`config.mk`:
```
export PLATFORM = sky130hd
export DESIGN_NAME = paddle_morse_keyer
export DESIGN_NICKNAME = d
export VERILOG_FILES = /design/src/design/pmk_pkg.sv /design/src/design/pmk_step.sv /design/src/design/paddle_morse_keyer.sv
export SDC_FILE = /design/constraint.sdc
export NUM_CORES = 1
export LEC_CHECK = 0
export ABC_AREA = 1
export BUFFER_PORTS_ARGS = -buffer_cell sky130_fd_sc_hd__buf_2
export CAP_MARGIN = 10
export CORE_MARGIN = 2
export CORE_UTILIZATION = 30
export CTS_CLUSTER_DIAMETER = 100
export DETAILED_ROUTE_END_ITERATION = 6
export PLACE_DENSITY = 0.56
export SYNTH_ARGS = -nofsm -noshare
export SYNTH_HDL_FRONTEND = slang
export SYNTH_SLANG_ARGS = --single-unit
```
`constraint.sdc`:
```
create_clock -name clk -period 5.45 [get_ports clk]
set_input_delay 0.2725 -clock clk [delete_from_list [all_inputs] [get_ports clk]]
set_output_delay 0.2725 -clock clk [all_outputs]
set_load 0.02 [all_outputs]
```
`src/design/pmk_pkg.sv`:
```
// Types, constants and helpers shared by the paddle keyer modules.
package pmk_pkg;

    localparam int DIT_W   = 11;
    localparam int DAH_W   = 12;
    localparam int TS_W    = 32;
    localparam int CODE_W  = 3;
    localparam int CFG_W   = 12;
    localparam int CFG_IDX_W = 1;

    localparam logic [DIT_W-1:0] DIT_RESET = 11'd80;
    localparam logic [DAH_W-1:0] DAH_RESET = 12'd240;

    localparam logic [CFG_IDX_W-1:0] CFG_DIT_LENGTH = 1'b0;
    localparam logic [CFG_IDX_W-1:0] CFG_DAH_LENGTH = 1'b1;

    localparam logic [CODE_W-1:0] CODE_IDLE    = 3'd0;
    localparam logic [CODE_W-1:0] CODE_DIT     = 3'd1;
    localparam logic [CODE_W-1:0] CODE_DAH     = 3'd2;
    localparam logic [CODE_W-1:0] CODE_ENDCHAR = 3'd3;
    localparam logic [CODE_W-1:0] CODE_ENDWORD = 3'd4;

    typedef enum logic [4:0] {
        PH_IDLE    = 5'b00001,
        PH_DIT     = 5'b00010,
        PH_DAH     = 5'b00100,
        PH_ENDCHAR = 5'b01000,
        PH_ENDWORD = 5'b10000
    } phase_t;

    typedef struct packed {
        logic [TS_W-1:0] now_ms;
        logic            dit_paddle;
        logic            dah_paddle;
    } pmk_in_t;

    typedef struct packed {
        logic              key_on;
        logic [CODE_W-1:0] keyer_phase;
    } pmk_out_t;

    typedef struct packed {
        logic [DIT_W-1:0] dit_length;
        logic [DAH_W-1:0] dah_length;
    } pmk_cfg_t;

    function automatic logic [CODE_W-1:0] phase_code(input phase_t ph);
        logic [CODE_W-1:0] code;
        unique case (ph)
            PH_IDLE:    code = CODE_IDLE;
            PH_DIT:     code = CODE_DIT;
            PH_DAH:     code = CODE_DAH;
            PH_ENDCHAR: code = CODE_ENDCHAR;
            PH_ENDWORD: code = CODE_ENDWORD;
            default:    code = CODE_IDLE;
        endcase
        return code;
    endfunction

endpackage

```
`src/design/pmk_step.sv`:
```
// Keyer state registers and the next-state logic for one loop pass.
module pmk_step
    import pmk_pkg::*;
#(
    parameter int TIME_BITS = 32
) (
    input  logic     clk,
    input  logic     rst_n,
    input  logic     advance,
    input  pmk_in_t  item,
    input  pmk_cfg_t cfg,
    output pmk_out_t result
);

    phase_t               phase_reg, phase_next;
    phase_t               queued_phase_reg, queued_phase_next;
    logic                 queued_valid_reg, queued_valid_next;
    logic                 dit_active_reg, dit_active_next;
    logic                 dit_done_reg, dit_done_next;
    logic                 dah_active_reg, dah_active_next;
    logic                 dah_done_reg, dah_done_next;
    logic                 gap_active_reg, gap_active_next;
    logic [TIME_BITS-1:0] dit_start_reg, dit_start_next;
    logic [TIME_BITS-1:0] dah_start_reg, dah_start_next;
    logic [TIME_BITS-1:0] gap_start_reg, gap_start_next;
    logic                 key_level_reg, key_level_next;

    logic [TIME_BITS-1:0] t;
    logic                 is_dah;
    logic                 el_act, el_done, el_act_n, el_done_n;
    logic [TIME_BITS-1:0] el_start, el_start_n;
    logic [TIME_BITS-1:0] el_len;
    logic                 other;
    phase_t               opposite;
    logic [TIME_BITS-1:0] el_elapsed;
    logic [TIME_BITS-1:0] gap_elapsed;
    logic [TIME_BITS-1:0] wait_base;
    logic [TIME_BITS-1:0] wait_elapsed;
    logic [TIME_BITS-1:0] wait_limit;
    logic [TIME_BITS-1:0] dit_wide;

    assign t        = TIME_BITS'(item.now_ms);
    assign is_dah   = (phase_reg == PH_DAH);
    assign el_act   = is_dah ? dah_active_reg : dit_active_reg;
    assign el_done  = is_dah ? dah_done_reg : dit_done_reg;
    assign el_start = is_dah ? dah_start_reg : dit_start_reg;
    assign el_len   = is_dah ? TIME_BITS'(cfg.dah_length) : TIME_BITS'(cfg.dit_length);
    assign other    = is_dah ? item.dit_paddle : item.dah_paddle;
    assign opposite = is_dah ? PH_DIT : PH_DAH;
    assign dit_wide = TIME_BITS'(cfg.dit_length);

    // all differences wrap at the timestamp width
    assign el_elapsed   = t - el_start;
    assign gap_elapsed  = t - gap_start_reg;
    assign wait_base    = gap_active_reg ? gap_start_reg : t;
    assign wait_elapsed = t - wait_base;
    assign wait_limit   = (phase_reg == PH_ENDWORD) ? TIME_BITS'({cfg.dit_length, 2'b00})
                                                    : TIME_BITS'({cfg.dit_length, 1'b0});

    always_comb
    begin
        phase_next        = phase_reg;
        queued_phase_next = queued_phase_reg;
        queued_valid_next = queued_valid_reg;
        gap_active_next   = gap_active_reg;
        gap_start_next    = gap_start_reg;
        key_level_next    = key_level_reg;
        el_act_n          = el_act;
        el_done_n         = el_done;
        el_start_n        = el_start;

        unique case (phase_reg) inside
            PH_IDLE:
            begin
                if (item.dit_paddle)
                    phase_next = PH_DIT;
                else if (item.dah_paddle)
                    phase_next = PH_DAH;
            end
            PH_DIT, PH_DAH:
            begin
                if (!el_act && !el_done)
                begin
                    el_act_n       = 1'b1;
                    el_start_n     = t;
                    key_level_next = 1'b1;
                end
                else if (el_act && !el_done)
                begin
                    if (el_elapsed >= el_len)
                    begin
                        el_start_n      = '0;
                        el_act_n        = 1'b0;
                        el_done_n       = 1'b1;
                        key_level_next  = 1'b0;
                        gap_active_next = 1'b1;
                        gap_start_next  = t;
                    end
                    else if (other)
                    begin
                        queued_valid_next = 1'b1;
                        queued_phase_next = opposite;
                    end
                end
                else if (!el_act && el_done)
                begin
                    if (gap_elapsed > dit_wide)
                    begin
                        phase_next        = queued_phase_reg;
                        queued_valid_next = 1'b0;
                        gap_active_next   = 1'b0;
                        gap_start_next    = '0;
                        el_done_n         = 1'b0;
                    end
                    else if (!queued_valid_reg)
                    begin
                        // both paddles held: alternate
                        if (item.dit_paddle && item.dah_paddle)
                        begin
                            queued_phase_next = opposite;
                            queued_valid_next = 1'b1;
                        end
                        else if (item.dah_paddle)
                        begin
                            queued_phase_next = PH_DAH;
                            queued_valid_next = 1'b1;
                        end
                        else if (item.dit_paddle)
                        begin
                            queued_phase_next = PH_DIT;
                            queued_valid_next = 1'b1;
                        end
                        else
                            queued_phase_next = PH_ENDCHAR;
                    end
                end
            end
            PH_ENDCHAR, PH_ENDWORD:
            begin
                gap_active_next = 1'b1;
                gap_start_next  = wait_base;
                if (wait_elapsed > wait_limit)
                begin
                    phase_next        = queued_phase_reg;
                    queued_valid_next = 1'b0;
                    gap_active_next   = 1'b0;
                    gap_start_next    = '0;
                end
                else if (!queued_valid_reg)
                begin
                    if (item.dah_paddle)
                    begin
                        queued_phase_next = PH_DAH;
                        queued_valid_next = 1'b1;
                    end
                    else if (item.dit_paddle)
                    begin
                        queued_phase_next = PH_DIT;
                        queued_valid_next = 1'b1;
                    end
                    else
                        queued_phase_next = (phase_reg == PH_ENDCHAR) ? PH_ENDWORD : PH_IDLE;
                end
            end
            default:
                phase_next = PH_IDLE;
        endcase
    end

    // route the shared element update back to the dit or dah flags
    always_comb
    begin
        dit_active_next = dit_active_reg;
        dit_done_next   = dit_done_reg;
        dit_start_next  = dit_start_reg;
        dah_active_next = dah_active_reg;
        dah_done_next   = dah_done_reg;
        dah_start_next  = dah_start_reg;
        if (phase_reg == PH_DIT)
        begin
            dit_active_next = el_act_n;
            dit_done_next   = el_done_n;
            dit_start_next  = el_start_n;
        end
        else if (phase_reg == PH_DAH)
        begin
            dah_active_next = el_act_n;
            dah_done_next   = el_done_n;
            dah_start_next  = el_start_n;
        end
    end

    always_ff @(posedge clk or negedge rst_n)
    begin
        if (!rst_n)
        begin
            phase_reg        <= PH_IDLE;
            queued_phase_reg <= PH_IDLE;
            queued_valid_reg <= 1'b0;
            dit_active_reg   <= 1'b0;
            dit_done_reg     <= 1'b0;
            dah_active_reg   <= 1'b0;
            dah_done_reg     <= 1'b0;
            gap_active_reg   <= 1'b0;
            dit_start_reg    <= '0;
            dah_start_reg    <= '0;
            gap_start_reg    <= '0;
            key_level_reg    <= 1'b0;
        end
        else if (advance)
        begin
            phase_reg        <= phase_next;
            queued_phase_reg <= queued_phase_next;
            queued_valid_reg <= queued_valid_next;
            dit_active_reg   <= dit_active_next;
            dit_done_reg     <= dit_done_next;
            dah_active_reg   <= dah_active_next;
            dah_done_reg     <= dah_done_next;
            gap_active_reg   <= gap_active_next;
            dit_start_reg    <= dit_start_next;
            dah_start_reg    <= dah_start_next;
            gap_start_reg    <= gap_start_next;
            key_level_reg    <= key_level_next;
        end
    end

    assign result.key_on      = key_level_next;
    assign result.keyer_phase = phase_code(phase_next);

endmodule

```
`src/design/paddle_morse_keyer.sv`:
```
// Top level of the paddle keyer: configuration registers, handshake and result register.
//
// Each input transfer is one pass of the keyer loop: a millisecond timestamp
// and the dit and dah paddle levels. Every accepted item yields exactly one
// result (key_on and keyer_phase) that shows in the output register on the
// cycle after the transfer.
// Throughput is one item per cycle while the output is not stalled: the state update is a single pass through
// the next-state logic, set by the wrapping timestamp subtract and compare.
// The input side is stalled only while a result sits in the output register
// and the receiver stalls it; a result being taken frees the register for the
// next item in the same cycle.
// Configuration: cfg_write with cfg_index 0 loads dit_length (11 bits), index
// 1 loads dah_length (12 bits). Write only while no item is in flight.
// Reset: asynchronous, active low. Keyer goes idle with key up, lengths
// return to 80 ms and 240 ms, and the output register empties.
module paddle_morse_keyer
    import pmk_pkg::*;
#(
    parameter int TIME_BITS = 32
) (
    input  logic                 clk,
    input  logic                 rst_n,
    input  logic                 cfg_write,
    input  logic [CFG_IDX_W-1:0] cfg_index,
    input  logic [CFG_W-1:0]     cfg_data,
    input  logic                 in_valid,
    output logic                 in_stall,
    input  pmk_in_t              in_data,
    output logic                 out_valid,
    input  logic                 out_stall,
    output pmk_out_t             out_data
);

    pmk_cfg_t cfg_reg;
    logic     out_valid_reg;
    pmk_out_t out_data_reg;
    pmk_out_t step_result;
    logic     accept;

    assign in_stall = out_valid_reg && out_stall;
    assign accept   = in_valid && !in_stall;

    always_ff @(posedge clk or negedge rst_n)
    begin
        if (!rst_n)
        begin
            cfg_reg.dit_length <= DIT_RESET;
            cfg_reg.dah_length <= DAH_RESET;
        end
        else if (cfg_write)
        begin
            unique case (cfg_index)
                CFG_DIT_LENGTH: cfg_reg.dit_length <= cfg_data[DIT_W-1:0];
                CFG_DAH_LENGTH: cfg_reg.dah_length <= cfg_data[DAH_W-1:0];
            endcase
        end
    end

    pmk_step #(
        .TIME_BITS (TIME_BITS)
    ) u_step (
        .clk     (clk),
        .rst_n   (rst_n),
        .advance (accept),
        .item    (in_data),
        .cfg     (cfg_reg),
        .result  (step_result)
    );

    always_ff @(posedge clk or negedge rst_n)
    begin
        if (!rst_n)
            out_valid_reg <= 1'b0;
        else if (accept)
            out_valid_reg <= 1'b1;
        else if (!out_stall)
            out_valid_reg <= 1'b0;
    end

    // hold the result until its transfer completes
    always_ff @(posedge clk)
    begin
        if (accept)
            out_data_reg <= step_result;
    end

    assign out_valid = out_valid_reg;
    assign out_data  = out_data_reg;

endmodule

```
* Word level (Yosys, flattened, before mapping)
Index checks and enable logic that the tools add are counted.
Word-level totals: flip-flop bits (word level) 141, bits of input ports 52, logic and storage cells 144
Operators by class: bitwise logic cells 2, equality and inequality tests 20, magnitude comparators 3, add/subtract/negate cells 3, multiplexer cells 80, reductions and logical operators 19
Operators by type and width (count):
- $mux 32 | 12
- $mux 5 | 21
- $sub 32x32->32 | 3
- $pmux 32 s2 | 1
- $mux 1 | 37
- $ge 32x32->1 | 1
- $gt 32x11->1 | 1
- $gt 32x32->1 | 1
- $pmux 5 s3 | 1
- $mux 13 | 1
- $mux 12 | 1
- $pmux 3 s4 | 1
- $reduce_and 6->1 | 2
- $eq 5x2->1 const B | 2
- $eq 5x3->1 const B | 2
- $eq 5x4->1 const B | 2
- $eq 5x5->1 const B | 2
- $pmux 5 s2 | 1
- $reduce_and 10->1 | 1
- $ne 3x3->1 const B | 3
- $logic_and 1x1->1 | 6
- $ne 2x2->1 const B | 3
- $ne 3x1->1 const B | 2
- $ne 3x2->1 const B | 2
- 11 further kinds | 18

* Longest topological paths before layout
depth in word-level cells 10, gate-level depth with buffers 34, gate-level depth less buffers 33

* Cells and area by module
A second synthesis with hierarchy kept.
Unflattened totals: cells, all modules 2657, area, all modules 15877.7 um^2
Modules (own cells, without submodules):
- pmk_step | cells each 2545, times used 1, area each 14715.4 um^2
- paddle_morse_keyer | cells each 112, times used 1, area each 1162.4 um^2

* Worst setup path before layout
No wires, ideal clock.
path type flip-flop to flip-flop, start reg u_step.phase_reg[0], end reg u_step.gap_start_reg[31], period minus slack after synthesis 4278 ps, cell stages (with the launch flop) 28, library setup time 123 ps, setup slack 1172 ps, buffers on the path 3, arrival time 4155 ps, cells stage by stage dfstp_2 -> nor2_4 -> nand4_4 -> buf_1 -> mux2i_1 -> ha_1 -> nand2_1 -> inv_1 -> a21oi_1 -> nand2_1 -> inv_1 -> o21ai_1 -> xor2_1 -> ha_1 -> a21oi_1 -> nor2_1 -> a211oi_1 -> nand3_1 -> a21oi_1 -> nand4_1 -> nor2_1 -> nand3b_1 -> nor2_1 -> nand4_1 -> nand2_2 -> buf_6 -> buf_6 -> o21ai_2
Between the ends: longest elaborated chain between the ends 7, elaborated cells on any way between the ends 29, classes of those cells 1 x add/sub; 2 x order compare; 8 x eq/ne; 9 x mux; 9 x reduce/logical
RTL lines:
- start, declared | line pmk_step.sv:15 | phase_t phase_reg, phase_next;
- start signal, assigned | line pmk_step.sv:212 | phase_reg <= phase_next;
- parallel branches: the longest is 7 deep, another holds $sub 32x32->32
- end signal, assigned | line pmk_step.sv:222 | gap_start_reg <= gap_start_next;
- end, declared | line pmk_step.sv:25 | logic [TIME_BITS-1:0] gap_start_reg, gap_start_next;
Several ways; the timed one is not identified. The select of a mux whose other input is x is not followed. A chain may end at the register's enable or synchronous reset.

* Worst setup path after layout
start reg u_step.phase_reg[4], end reg u_step.gap_start_reg[23]
Same word-level chain as after synthesis.

==> results.json <==
{
  "floorplan.rows": 85,
  "yosysTopAreaCellShare": 0.208,
  "grtUsageMet2": 0.315,
  "syn-mean-instance-area_um2": 5.94,
  "most_used_cells_in_the_layout_excluding_fill_and_tap_cells": "sky130_fd_sc_hd__nand2_1 (896), sky130_fd_sc_hd__inv_1 (429), sky130_fd_sc_hd__nor2_1 (275), sky130_fd_sc_hd__a21oi_1 (144), sky130_fd_sc_hd__nand3_1 (133)",
  "post_layout_nonfiller_instances": 3462,
  "cts-root-buf": "sky130_fd_sc_hd__clkbuf_16",
  "htree_num_levels": 4,
  "synth_warnings": 0,
  "number_of_top_level_design_ports": 58,
  "final_design_area_no_fill_mm2": 0.0178,
  "part_of_the_yosys_area_used_for_sequential_elements": 0.220,
  "rr_worst_depth": 24,
  "layout-drive-gt1-share": 0.0695,
  "grt_overflow": 0,
  "post_synthesis_cell_count": 2722,
  "post-route-min-period_ns": 4.97,
  "finalHoldViolCount": 0,
  "areaGrowthSynthToFinish_pct": 10.2,
  "global_route.usage.met1": 0.267,
  "n_fill_cell": 6012,
  "floorplan.die_area_mm2": 0.0558,
  "cpMostUsedCell": "sky130_fd_sc_hd__nor2_1",
  "hold_path_depth": 3,
  "drcViolationCount": 0,
  "clock_sink_count": 141,
  "ys_types": 57,
  "tritonroute_pass_1_iters": 5,
  "vias": 16845,
  "drt_first_iter_violations": 1211,
  "insertion_delay_ns": 0.46,
  "leakage_nw": 9.64,
  "grt_first_pass_wirelength_mm": 86.2,
  "clk_path_buf_depth": 2,
  "timing.critical_path.cells": "inv_1 -> nand4_4 -> buf_12 -> mux2i_1 -> ha_1 -> a21oi_1 -> o21ai_0 -> o21bai_1 -> xor2_1 -> ha_1 -> nand2_1 -> nor2_1 -> a211oi_1 -> nand3_1 -> a21oi_1 -> nand4_1 -> nor2_1 -> nand3b_1 -> nor2_1 -> nand4_1 -> nand2_4 -> buf_4 -> nand2_1 -> o21ai_2",
  "grt_use_total": 0.195,
  "slew_headroom": 0.399,
  "die-width_um": 236,
  "via_count_of_the_first_global_routing_pass": 16058,
  "timing.fmax_mhz": 201,
  "top_usage_layer": "met2",
  "core_area_mm2": 0.0535,
  "initial_core_util": 0.302,
  "synth.area.top_cells": "sky130_fd_sc_hd__nand2_1 (21%), sky130_fd_sc_hd__dfrtp_1 (20%), sky130_fd_sc_hd__inv_1 (10%), sky130_fd_sc_hd__ha_1 (9.9%), sky130_fd_sc_hd__nor2_1 (6.4%)",
  "mostFrequentLayoutCell": "sky130_fd_sc_hd__nand2_1",
  "ir_worst_vdd_mv": 0.287,
  "finalSetupTns_ns": 0,
  "critical_path.max_stage_delay_ns": 0.39,
  "dp.cells": 3426,
  "wl_per_cell_um": 15.6,
  "grt_use_met3": 0.0220,
  "grt_max_degree": 90,
  "finClkSkew_ns": 0.0134,
  "finalCritPeriodShare": 0.913,
  "finalWeightedCongestion": 0.924,
  "drt-vias-per-instance": 4.87,
  "yosys_register_bits": 141,
  "postCtsSetupBuffers": 0,
  "placed_cell_area_mm2": 0.0172,
  "clock_pin_slew_reported_for_the_worst_setup_and_hold_paths_after_clock_tree_synthesis_ns": 0.06,
  "endpoint_kind": "flop",
  "detail_route.wirelength_mm": 54.1,
  "timing.max_cap.violations": 0,
  "die_h_um": 236,
  "postRouteAntennaNets": 0,
  "cts_inserted_buffers": 17,
  "cp_data_arrival_time_ns": 5.35,
  "grt_antenna_before_repair": 4,
  "syn_nets": 2905,
  "io_buffer_count": 57,
  "rsz_0062_raised_after_global_routing": "false",
  "final_max_slew_viol_count": 0,
  "outcome": "complete, no violations",
  "design.final.nets": 2933,
  "hp-class": "in -> reg",
  "final-setup-viol-count": 0,
  "synth_top_area_cell": "sky130_fd_sc_hd__nand2_1",
  "cts_tree": "built",
  "crit_path_max_fanout": 49,
  "crit_path_start_kind": "flop",
  "critPathKind": "reg -> reg",
  "slowest_stage_cell_crit_path": "sky130_fd_sc_hd__dfrtp_1",
  "worst-slew-pin-transition_ns": 0.902,
  "cp.required_ns": 5.83,
  "syn-cell-area_mm2": 0.0162,
  "power_density_mw_per_mm2": 571,
  "place_hpwl_mm": 43.7
}
## worst paths after layout
path	startpoint	to	slack, ns
min reg2reg	u_step.queued_phase_reg[0]	u_step.queued_phase_reg[0]	0.47
min	in_valid	out_valid	0.02
max reg2reg	u_step.phase_reg[4]	u_step.gap_start_reg[23]	0.48
min in group asynchronous	rst_n	u_step.dit_start_reg[30]	0.42
max in group asynchronous	rst_n	u_step.gap_active_reg	3.74
max	u_step.phase_reg[4]	u_step.gap_start_reg[23]	0.48
## cell type report
| cell class | count | area, um^2 | share of cell area |
|---|---|---|---|
| diodes | 3 | 7.51 | 0.000421 |
| clock buffers | 18 | 429 | 0.0241 |
| clock inverters | 14 | 169 | 0.00948 |
| inverters | 438 | 1640 | 0.0923 |
| multi-input cells | 2074 | 10700 | 0.598 |
| flip-flops and latches | 141 | 3560 | 0.200 |
| well taps | 696 | 871 | 0.0489 |
| repair buffers | 78 | 477 | 0.0268 |
## report_power, final
group / switching, mW / internal [mW] / total, mW
registers: 0.237 / 1.45 / 1.69
logic: 4.81 / 2.45 / 7.25
clock network: 0.508 / 0.719 / 1.23
total: 5.55 / 4.62 / 10.2
## synthesized netlist by cell type (all sizes together)
| master | instances |
|---|---|
| nand2 | 915 |
| o221ai | 1 |
| edfxtp | 4 |
| and3 | 7 |
| o211a | 1 |
| dfrtp | 129 |
| mux2i | 26 |
| nand4 | 29 |
| nor2 | 293 |
| o211ai | 3 |
| o21bai | 9 |
| xnor2 | 3 |
| a31oi | 65 |
| fa | 3 |
| nand3 | 139 |
| a21oi | 146 |
| nor4 | 1 |
| inv | 437 |
| clkbuf | 49 |
| a32oi | 1 |
| o21a | 5 |
| a22oi | 4 |
| and2 | 6 |
| nand3b | 10 |
| ha | 128 |
| a2111oi | 1 |
| a21o | 3 |
| buf | 20 |
| a21boi | 4 |
| mux2 | 1 |
| nor3 | 83 |
| nor3b | 2 |
| a211oi | 1 |
| o21ai | 147 |
| or2 | 5 |
| dfstp | 8 |
| xor2 | 32 |
| clkinv | 1 |
## metrics by stage
step	hold WS (ns)	setup WS (ns)	power, mW	utilization
global placement	0.419	0.638	8.88	0.321
finish	0.0229	0.476	10.2	0.333
global route	0.0154	0.00107	11.3	0.333
detailed placement	0.421	0.478	8.88	0.321
floorplan	-0.0231	1.17	7.13	-
CTS	0.000173	0.437	10.1	0.333
## repair_timing
action / CTS / global route
gates resized for setup: 0 / 2
hold buffers: 1 / 0
setup endpoints to repair: 0 / 25
hold endpoints to repair: 82 / 0
## layer usage
layer | routed length [um] | share of wire
met1 | 25800 | 0.48
met3 | 2520 | 0.047
met5 | 0 | 0
met2 | 24000 | 0.44
met4 | 1700 | 0.031
## critical path, delay by kind of cell, from the launching register on
| family | cells | cell delay (ns) |
|---|---|---|
| AO/OA/AOI/OAI | 6 | 1.08 |
| XOR/XNOR | 1 | 0.16 |
| adder cells (fa/ha/maj) | 2 | 0.68 |
| buffers and inverters | 3 | 0.81 |
| flip-flops | 1 | 0.39 |
| multiplexers | 1 | 0.28 |
| AND/OR/NAND/NOR | 11 | 1.49 |
## cells by family (layout without fill, tap and decap cells)
group	after synthesis	after routing	share of synthesized area
adder cells (fa/ha/maj)	131	131	0.103
flip-flops	141	141	0.220
AO/OA/AOI/OAI	391	391	0.135
AND/OR/NAND/NOR	1490	1490	0.384
XOR/XNOR	35	35	0.0190
multiplexers	27	27	0.0168
buffers and inverters	507	548	0.122
other	0	3	0
Note: power is estimated with default switching activity, not from simulation.
